[config.mk]
export PLATFORM = sky130hd
export DESIGN_NAME = cascaded_pid_three_axis_top
export DESIGN_NICKNAME = d
export VERILOG_FILES = /design/src/sv/cp3_pkg.sv /design/src/sv/cascaded_pid_three_axis_top.sv
export SDC_FILE = /design/constraint.sdc
export NUM_CORES = 2
export LEC_CHECK = 0
export BUFFER_PORTS_ARGS = -buffer_cell sky130_fd_sc_hd__buf_2
export CORE_MARGIN = 4
export CORE_UTILIZATION = 30
export CTS_BUF_LIST = sky130_fd_sc_hd__clkbuf_4 sky130_fd_sc_hd__clkbuf_8 sky130_fd_sc_hd__clkbuf_16
export CTS_CLUSTER_SIZE = 40
export DETAILED_ROUTE_END_ITERATION = 7
export GPL_TIMING_DRIVEN = 0
export MAX_ROUTING_LAYER = met4
export SLEW_MARGIN = 15
export SYNTH_ARGS = -nofsm -noshare
export SYNTH_HDL_FRONTEND = slang
export SYNTH_SLANG_ARGS = --single-unit
[constraint.sdc]
create_clock -name clk -period 28.4 [get_ports clk]
set_clock_uncertainty 0.15 [all_clocks]
set_input_delay 2.84 -clock clk [delete_from_list [all_inputs] [get_ports clk]]
set_output_delay 2.84 -clock clk [all_outputs]
set_load 0.02 [all_outputs]
[src/sv/cp3_pkg.sv]
// Shared types, constants and helper functions for the three-axis cascaded PID block.
package cp3_pkg;

  // Field and datapath widths.
  localparam int SIG_W     = 32;
  localparam int GAIN_W    = 16;
  localparam int GAIN_FRAC = GAIN_W / 2;
  localparam int SIG_FRAC  = 16;
  localparam int OUT_SHIFT = GAIN_FRAC + 1;
  localparam int REG_W     = 48;
  localparam int NUM_REGS  = 7;
  localparam int CFG_IDX_W = 3;
  localparam int DRIVE_W   = 27;
  localparam int INTEG_W   = 23;
  localparam int OPB_W     = SIG_W + 1;
  localparam int PROD_W    = GAIN_W + OPB_W;
  localparam int ACC_W     = PROD_W + 2;

  typedef logic signed [SIG_W-1:0]   sig_t;
  typedef logic signed [OPB_W-1:0]   opb_t;
  typedef logic signed [GAIN_W-1:0]  gain_t;
  typedef logic signed [INTEG_W-1:0] integ_t;
  typedef logic signed [PROD_W-1:0]  prod_t;
  typedef logic signed [ACC_W-1:0]   acc_t;
  typedef logic signed [DRIVE_W-1:0] drive_t;
  typedef logic [REG_W-1:0]          reg_t;
  typedef logic [1:0]                axis_t;

  // Limits in Q16.16.
  localparam integ_t OUT_ICLAMP  = 23'sd1310720;
  localparam integ_t IN_ICLAMP   = 23'sd1966080;
  localparam sig_t   SEP_LIMIT   = 32'sd3276;
  localparam drive_t DRIVE_LIMIT = 27'sd39321600;
  localparam sig_t   SIG_MAX     = 32'sh7FFF_FFFF;
  localparam sig_t   SIG_MIN     = 32'sh8000_0000;
  localparam reg_t   SETPOINTS_RESET = 48'h0000_FF00_0000;
  localparam axis_t  AXIS_LAST   = 2'd2;

  // Configuration register indexes.
  typedef enum logic [CFG_IDX_W-1:0] {
    REG_SETPOINTS,
    REG_OUTER_X,
    REG_OUTER_Y,
    REG_OUTER_Z,
    REG_INNER_X,
    REG_INNER_Y,
    REG_INNER_Z
  } reg_idx_t;

  // Gain fields inside one gain register.
  typedef enum logic [1:0] {
    FLD_KP,
    FLD_KI,
    FLD_KD
  } gain_fld_t;

  // Sequencer states.
  typedef enum logic [2:0] {
    S_IDLE,
    S_ERR,
    S_MP,
    S_MD,
    S_MI,
    S_ACC,
    S_OUT,
    S_DONE
  } state_t;

  // Extract one signed Q8.8 field from a packed register.
  function automatic gain_t get_field(reg_t r, logic [1:0] k);
    return r[k*GAIN_W +: GAIN_W];
  endfunction

  // Saturate a one-bit-wider difference to the signal width.
  function automatic sig_t sat_sig(opb_t v);
    if (v > opb_t'(SIG_MAX)) begin
      return SIG_MAX;
    end else if (v < opb_t'(SIG_MIN)) begin
      return SIG_MIN;
    end
    return sig_t'(v);
  endfunction

  // Saturate a shifted accumulator to the signal width.
  function automatic sig_t sat_acc(acc_t v);
    if (v > acc_t'(SIG_MAX)) begin
      return SIG_MAX;
    end else if (v < acc_t'(SIG_MIN)) begin
      return SIG_MIN;
    end
    return sig_t'(v);
  endfunction

  // Clamp a shifted accumulator to the drive range.
  function automatic drive_t clamp_drive(acc_t v);
    if (v > acc_t'(DRIVE_LIMIT)) begin
      return DRIVE_LIMIT;
    end else if (v < -acc_t'(DRIVE_LIMIT)) begin
      return -DRIVE_LIMIT;
    end
    return drive_t'(v);
  endfunction

  // Clamp an integral sum to plus or minus a limit.
  function automatic integ_t clamp_integ(opb_t v, integ_t lim);
    if (v > opb_t'(lim)) begin
      return lim;
    end else if (v < -opb_t'(lim)) begin
      return -lim;
    end
    return integ_t'(v);
  endfunction

endpackage

[src/sv/cascaded_pid_three_axis_top.sv]
// Three-axis cascaded PID controller built around one shared multiplier.
//
//   Channel | Signals                                     | Direction
//   --------+---------------------------------------------+----------
//   input   | in_valid, in_ready, angle_x/y/z, rate_x/y/z | in
//   output  | out_valid, out_ready, drive_x/y/z,          | out
//           | rate_target_x/y/z                           |
//   config  | cfg_valid, cfg_ready, cfg_index, cfg_data   | in
//
// Each item runs six PID loops (outer then inner, per axis) on one 16 x 33 multiplier
// and accumulator, each loop stepping through error, P, D and I multiplies, accumulate
// and output. A new item is taken only after the last result is loaded for output.
// Reset loads the register defaults and clears all integrals and last errors.
// A result waiting on out_ready does not block the next input transfer; only
// handing over a fresh result waits for the output register to free up.
module cascaded_pid_three_axis_top (
  input  logic                                clk,
  input  logic                                rst,
  input  logic                                in_valid,
  output logic                                in_ready,
  input  cp3_pkg::sig_t                       angle_x,
  input  cp3_pkg::sig_t                       angle_y,
  input  cp3_pkg::sig_t                       angle_z,
  input  cp3_pkg::sig_t                       rate_x,
  input  cp3_pkg::sig_t                       rate_y,
  input  cp3_pkg::sig_t                       rate_z,
  output logic                                out_valid,
  input  logic                                out_ready,
  output cp3_pkg::drive_t                     drive_x,
  output cp3_pkg::drive_t                     drive_y,
  output cp3_pkg::drive_t                     drive_z,
  output cp3_pkg::sig_t                       rate_target_x,
  output cp3_pkg::sig_t                       rate_target_y,
  output cp3_pkg::sig_t                       rate_target_z,
  input  logic                                cfg_valid,
  output logic                                cfg_ready,
  input  logic [cp3_pkg::CFG_IDX_W-1:0]       cfg_index,
  input  cp3_pkg::reg_t                       cfg_data
);

  cp3_pkg::state_t state, state_next;

  cp3_pkg::reg_t   cfg_regs [cp3_pkg::NUM_REGS];
  cp3_pkg::sig_t   angle_q [3];
  cp3_pkg::sig_t   rate_q [3];
  cp3_pkg::sig_t   tgt_w [3];
  cp3_pkg::drive_t drv_w [3];
  cp3_pkg::integ_t outer_integral [3];
  cp3_pkg::integ_t inner_integral [3];
  cp3_pkg::sig_t   outer_last_error [3];
  cp3_pkg::sig_t   inner_last_error [3];

  cp3_pkg::axis_t  axis;
  logic            loop_sel;
  cp3_pkg::sig_t   err;
  logic            sep_flag;
  cp3_pkg::prod_t  prod;
  cp3_pkg::acc_t   acc;

  logic                          load_out;
  logic [cp3_pkg::CFG_IDX_W-1:0] gain_idx;
  cp3_pkg::reg_t                 gain_reg;
  cp3_pkg::gain_fld_t            fld_sel;
  cp3_pkg::gain_t                op_gain;
  cp3_pkg::opb_t                 op_b;
  cp3_pkg::prod_t                mult;
  cp3_pkg::integ_t               cur_integ;
  cp3_pkg::sig_t                 cur_last;
  cp3_pkg::opb_t                 target_ext;
  cp3_pkg::opb_t                 meas_ext;
  cp3_pkg::sig_t                 err_next;
  cp3_pkg::integ_t               integ_next;
  cp3_pkg::acc_t                 acc_shifted;
  cp3_pkg::acc_t                 prod_ext;

  assign cfg_ready = 1'b1;
  assign in_ready  = (state == cp3_pkg::S_IDLE);

  // Sequencer state register.
  always_ff @(posedge clk) begin
    if (rst) begin
      state <= cp3_pkg::S_IDLE;
    end else begin
      state <= state_next;
    end
  end

  // Next state: six steps per loop, two loops per axis, three axes.
  always_comb begin
    state_next = state;
    load_out   = 1'b0;
    unique case (state)
      cp3_pkg::S_IDLE: if (in_valid) state_next = cp3_pkg::S_ERR;
      cp3_pkg::S_ERR:  state_next = cp3_pkg::S_MP;
      cp3_pkg::S_MP:   state_next = cp3_pkg::S_MD;
      cp3_pkg::S_MD:   state_next = cp3_pkg::S_MI;
      cp3_pkg::S_MI:   state_next = cp3_pkg::S_ACC;
      cp3_pkg::S_ACC:  state_next = cp3_pkg::S_OUT;
      cp3_pkg::S_OUT: begin
        if (loop_sel && axis == cp3_pkg::AXIS_LAST) begin
          state_next = cp3_pkg::S_DONE;
        end else begin
          state_next = cp3_pkg::S_ERR;
        end
      end
      cp3_pkg::S_DONE: begin
        if (!out_valid || out_ready) begin
          load_out   = 1'b1;
          state_next = cp3_pkg::S_IDLE;
        end
      end
      default: state_next = cp3_pkg::S_IDLE;
    endcase
  end

  // Operand selection for the shared multiplier.
  always_comb begin
    gain_idx = loop_sel ? (cp3_pkg::CFG_IDX_W'(cp3_pkg::REG_INNER_X) + {1'b0, axis})
                        : (cp3_pkg::CFG_IDX_W'(cp3_pkg::REG_OUTER_X) + {1'b0, axis});
    gain_reg  = cfg_regs[gain_idx];
    cur_integ = loop_sel ? inner_integral[axis] : outer_integral[axis];
    cur_last  = loop_sel ? inner_last_error[axis] : outer_last_error[axis];
    unique case (state)
      cp3_pkg::S_MD: begin
        fld_sel = cp3_pkg::FLD_KD;
        op_b    = cp3_pkg::opb_t'(err) - cp3_pkg::opb_t'(cur_last);
      end
      cp3_pkg::S_MI: begin
        fld_sel = cp3_pkg::FLD_KI;
        op_b    = cp3_pkg::opb_t'(cur_integ);
      end
      default: begin
        fld_sel = cp3_pkg::FLD_KP;
        op_b    = cp3_pkg::opb_t'(err);
      end
    endcase
    op_gain = cp3_pkg::get_field(gain_reg, fld_sel);
    mult    = cp3_pkg::prod_t'(op_gain) * cp3_pkg::prod_t'(op_b);
  end

  // Error, integral update and output scaling.
  always_comb begin
    if (loop_sel) begin
      target_ext = cp3_pkg::opb_t'(tgt_w[axis]);
      meas_ext   = cp3_pkg::opb_t'(rate_q[axis]);
    end else begin
      target_ext = cp3_pkg::opb_t'(cp3_pkg::get_field(cfg_regs[cp3_pkg::REG_SETPOINTS],
                                                      axis))
                   <<< (cp3_pkg::SIG_FRAC - cp3_pkg::GAIN_FRAC);
      meas_ext   = cp3_pkg::opb_t'(angle_q[axis]);
    end
    err_next    = cp3_pkg::sat_sig(target_ext - meas_ext);
    integ_next  = cp3_pkg::clamp_integ(cp3_pkg::opb_t'(cur_integ) + cp3_pkg::opb_t'(err),
                                       loop_sel ? cp3_pkg::IN_ICLAMP : cp3_pkg::OUT_ICLAMP);
    prod_ext    = cp3_pkg::acc_t'(prod);
    acc_shifted = acc >>> cp3_pkg::OUT_SHIFT;
  end

  // Configuration registers.
  always_ff @(posedge clk) begin
    if (rst) begin
      cfg_regs[cp3_pkg::REG_SETPOINTS] <= cp3_pkg::SETPOINTS_RESET;
      for (int i = int'(cp3_pkg::REG_OUTER_X); i < cp3_pkg::NUM_REGS; i++) begin
        cfg_regs[i] <= '0;
      end
    end else if (cfg_valid && cfg_ready &&
                 cfg_index < cp3_pkg::CFG_IDX_W'(cp3_pkg::NUM_REGS)) begin
      cfg_regs[cfg_index] <= cfg_data;
    end
  end

  // Loop state: integrals and last errors, cleared on reset.
  always_ff @(posedge clk) begin
    if (rst) begin
      for (int i = 0; i < 3; i++) begin
        outer_integral[i]   <= '0;
        inner_integral[i]   <= '0;
        outer_last_error[i] <= '0;
        inner_last_error[i] <= '0;
      end
    end else begin
      if (state == cp3_pkg::S_MP) begin
        if (loop_sel) begin
          inner_integral[axis] <= integ_next;
        end else begin
          outer_integral[axis] <= integ_next;
        end
      end
      if (state == cp3_pkg::S_MD) begin
        if (loop_sel) begin
          inner_last_error[axis] <= err;
        end else begin
          outer_last_error[axis] <= err;
        end
      end
    end
  end

  // Loop counters.
  always_ff @(posedge clk) begin
    if (rst) begin
      axis     <= '0;
      loop_sel <= 1'b0;
    end else if (state == cp3_pkg::S_IDLE) begin
      axis     <= '0;
      loop_sel <= 1'b0;
    end else if (state == cp3_pkg::S_OUT) begin
      if (loop_sel) begin
        loop_sel <= 1'b0;
        if (axis != cp3_pkg::AXIS_LAST) begin
          axis <= axis + 2'd1;
        end
      end else begin
        loop_sel <= 1'b1;
      end
    end
  end

  // Datapath: input capture, multiply, accumulate and loop outputs.
  always_ff @(posedge clk) begin
    if (in_valid && in_ready) begin
      angle_q[0] <= angle_x;
      angle_q[1] <= angle_y;
      angle_q[2] <= angle_z;
      rate_q[0]  <= rate_x;
      rate_q[1]  <= rate_y;
      rate_q[2]  <= rate_z;
    end
    unique case (state)
      cp3_pkg::S_ERR: err <= err_next;
      cp3_pkg::S_MP: begin
        prod     <= mult;
        sep_flag <= (err <= cp3_pkg::SEP_LIMIT) && (err >= -cp3_pkg::SEP_LIMIT);
      end
      cp3_pkg::S_MD: begin
        prod <= mult;
        acc  <= prod_ext <<< 1;
      end
      cp3_pkg::S_MI: begin
        prod <= mult;
        acc  <= acc + (prod_ext <<< 1);
      end
      cp3_pkg::S_ACC: begin
        if (sep_flag) begin
          acc <= acc + prod_ext;
        end
      end
      cp3_pkg::S_OUT: begin
        if (loop_sel) begin
          drv_w[axis] <= cp3_pkg::clamp_drive(acc_shifted);
        end else begin
          tgt_w[axis] <= cp3_pkg::sat_acc(acc_shifted);
        end
      end
      default: ;
    endcase
  end

  // Output register and its valid flag.
  always_ff @(posedge clk) begin
    if (rst) begin
      out_valid <= 1'b0;
    end else if (load_out) begin
      out_valid <= 1'b1;
    end else if (out_ready) begin
      out_valid <= 1'b0;
    end
  end

  always_ff @(posedge clk) begin
    if (load_out) begin
      drive_x       <= drv_w[0];
      drive_y       <= drv_w[1];
      drive_z       <= drv_w[2];
      rate_target_x <= tgt_w[0];
      rate_target_y <= tgt_w[1];
      rate_target_z <= tgt_w[2];
    end
  end

  // An input transfer always starts the first loop of the x axis.
  a_start: assert property (@(posedge clk) disable iff (rst)
    (in_valid && in_ready) |=> (state == cp3_pkg::S_ERR && axis == 2'd0 && !loop_sel))
    else $error("sequencer did not start on the x outer loop");

  // The integrals of the current axis never leave their clamp ranges.
  a_integ: assert property (@(posedge clk) disable iff (rst)
    (outer_integral[axis] <= cp3_pkg::OUT_ICLAMP &&
     outer_integral[axis] >= -cp3_pkg::OUT_ICLAMP &&
     inner_integral[axis] <= cp3_pkg::IN_ICLAMP &&
     inner_integral[axis] >= -cp3_pkg::IN_ICLAMP))
    else $error("integral out of its clamp range");

  // The last inner loop of the z axis hands over to the done state.
  a_done: assert property (@(posedge clk) disable iff (rst)
    (state == cp3_pkg::S_OUT && loop_sel && axis == cp3_pkg::AXIS_LAST)
    |=> (state == cp3_pkg::S_DONE))
    else $error("sequencer skipped the done state");

  // A delivered x drive stays inside the saturation range.
  a_drive: assert property (@(posedge clk) disable iff (rst)
    out_valid |-> (drive_x <= cp3_pkg::DRIVE_LIMIT && drive_x >= -cp3_pkg::DRIVE_LIMIT))
    else $error("drive outside its saturation range");

endmodule

==> metrics <==
status=completed; grt total ovfl=0; Fin Setup TNS=0 ns; vias in the first global route=63329; shortest period the worst path allows=16.88 ns; CP arrival=17.25 ns; top cells by area, synth=edfxtp_1, fa_1, mux4_2, ha_1, nor2_1; CTS sink count=1544; Non-Filler Instances=12110; final hold violation count=0; clk slew on worst S/H paths=0.06 ns; R2R Path End=prod[48]$_DFFE_PP_; Num CTS Buffers=159; die area=309000 µm²; worst-margin pin slew=1.26 ns; core area=298000 µm²; Worst path most repeated cell=fa_1; share of cells above drive strength 1=0.138; Rows=200; Die Wd=556 µm; Post-DRT Antenna Nets=0; global-route wire length before repair=437 mm; area taken by multi-input logic gates=40600 µm²; CTS Root Cell=clkbuf_16; Synth Instances=7361; initial antenna violation count=19; Die Span Y=556 µm; Critical Path Source Type=flip-flop; WP data required=28.77 ns; Layout area overhead=14.9%; Ys Warns=0; Avg Inst Size Synth=12.2 µm²; Starting DRT DRC Count=7828; largest net degree at the start of global routing=65; cells on worst reg2reg path=42; post-DP HPWL=235 mm; post-CTS sizing=0; gr usage total=0.197; total I/O pin count=428; Slew Limit Headroom=0.158; number of flops mapped to enable cells by yosys=1487; hold crit path type=flip-flop to flip-flop; synthesized area=89900 µm²; final net count=9123; fin crit share=0.594; RSZ-0062 raised after global routing=false; CP top delay family=buffers and inverters; placed inst area=98400 µm²; r2r setup slk=11.52 ns; global placement routability congestion=0.982; Crit Path Max Fanout=10; Max-Cap Viols=0; Fillers=29315; WS Path Type=flip-flop to flip-flop; Crit. End Element=flip-flop; Bufs and invs on worst path=11; Synth Flop Type=edfxtp_1; dpl cells=11825; CP endpoint=prod[48]$_DFFE_PP_; Design Area, Final=103000 µm²; Post-Route WL=305 mm; Final setup viols=0; WP depth=42; Synth Register Bits=1544; Slew Limit Fails=0; drt via density=5.24; largest area contributor in the netlist=edfxtp_1; CP peak stage delay=0.87 ns; CTS Buffer Depth=4; register area share after synthesis=0.509; Starting Density=0.302; Post-CTS Repair Setup Buffers=0; f_max=0.0592 GHz; CP max-delay cell=a21oi_1; PortBufs=424; Synth top area share=0.496; Clk Latency, worst-skew pair=0.85 ns; Commonest cells post-synth=edfxtp_1, nor2_1, nand2_1, inv_1, fa_1; vias after detailed routing=63434; Synth cell types=86; Post-synth ARST share=0; CTS tree=done; DRT Pass-1 Iters=6; H-tree levels=4; drt wl/cell=25.2 µm; hold_buf cts=0; most common cell in the synthesized netlist=edfxtp_1; DRC viols=0; FF+latch area=45800 µm²
-- kinds of logic after synthesis --
logic type | count (synthesis) | synth area share
xor gates and xnor gates | 218 | 0.0212
AOI/OAI and AO/OA | 1038 | 0.0721
DFF | 1544 | 0.509
and+or+nand+nor | 2344 | 0.117
other | 2 | 0.0000835
muxes | 369 | 0.0790
adders and majority gates | 835 | 0.158
buffers and inverters | 1011 | 0.0434
-- layout make-up --
type                       count  area share
tap                         3939      0.0477
antenna                        9    0.000218
clock inverter                75     0.00620
timing repair buffer         479      0.0302
multi-input combinational   4853       0.393
buffer                       361      0.0143
clock buffer                 200      0.0419
inverter                     650      0.0236
sequential                  1544       0.443
-- per-layer routing --
layer / vias up / track usage / part of all wire
li1: 27365 / - / -
met1: 32075 / 0.273 / 0.42
met2: 3471 / 0.287 / 0.43
met3: 523 / 0.0441 / 0.11
met4: 0 / 0.0638 / 0.038
met5: - / - / 0
-- through the flow --
| stage | setup WS (ns) | hold WS (ns) | util |
|---|---|---|---|
| after floorplan | 15.71 | 0.250 | - |
| after global placement | 10.39 | 0.252 | 0.326 |
| after detailed placement | 11.53 | 0.255 | 0.330 |
| after CTS | 11.51 | 0.256 | 0.347 |
| after global routing | 10.62 | 0.276 | 0.347 |
| final | 11.52 | 0.257 | 0.347 |
-- registers in the layout, summed over array words and instances, names as in the netlist, 32 cells and up, named ones only --
signal / count
outer_integral: 92
rate_q: 96
prod: 49
angle_q: 96
rate_target_y: 32
outer_last_error: 128
err: 32
drv_w: 81
cfg_regs: 384
inner_integral: 92
inner_last_error: 128
rate_target_z: 32
rate_target_x: 32
tgt_w: 128
acc: 51
-- cell usage in the layout (no fill, tap or decap), types with 32 or more instances in the layout --
master / count
inv_1: 648
buf_2: 442
mux4_2: 270
clkbuf_1: 289
buf_1: 39
a21o_1: 170
conb_1: 49
and3_1: 235
nand4_1: 41
fa_1: 506
dfxtp_1: 57
clkbuf_4: 35
xor2_1: 85
edfxtp_1: 1487
a211oi_1: 32
a21oi_1: 358
clkbuf_16: 160
nand2_1: 650
nor2b_1: 73
xnor2_1: 133
nand3_1: 111
mux2i_1: 94
nor2_1: 949
ha_1: 321
and2_1: 38
nor3_1: 46
o21ai_0: 213
nand2b_1: 83
-- worst min-delay path by stage --
stage,startpoint,end,slack (ns),depth (start not counted)
floorplan,drv_w[0][0]$_DFFE_PP_,drive_x[0]$_DFFE_PP_,0.25,0
global placement,drv_w[2][17]$_DFFE_PP_,drive_z[17]$_DFFE_PP_,0.25,0
detailed placement,drv_w[0][12]$_DFFE_PP_,drive_x[12]$_DFFE_PP_,0.25,0
CTS,tgt_w[0][23]$_DFFE_PP_,rate_target_x[23]$_DFFE_PP_,0.26,0
global route,drv_w[2][17]$_DFFE_PP_,drive_z[17]$_DFFE_PP_,0.28,0
finish,tgt_w[2][11]$_DFFE_PP_,rate_target_z[11]$_DFFE_PP_,0.26,0
-- worst register-to-register path: cells and delay by family (launching register included) --
family	cells	cell delay, ns
buffers and inverters	11	4.71
adder cells (fa/ha/maj)	8	3.99
AO/OA/AOI/OAI	11	3.88
AND/OR/NAND/NOR	8	1.61
multiplexers	2	1.20
XOR/XNOR	2	0.62
flip-flops	1	0.39
Power is not shown: default switching activity piles up to over one toggle a cycle in this logic, so the estimate is an artifact.
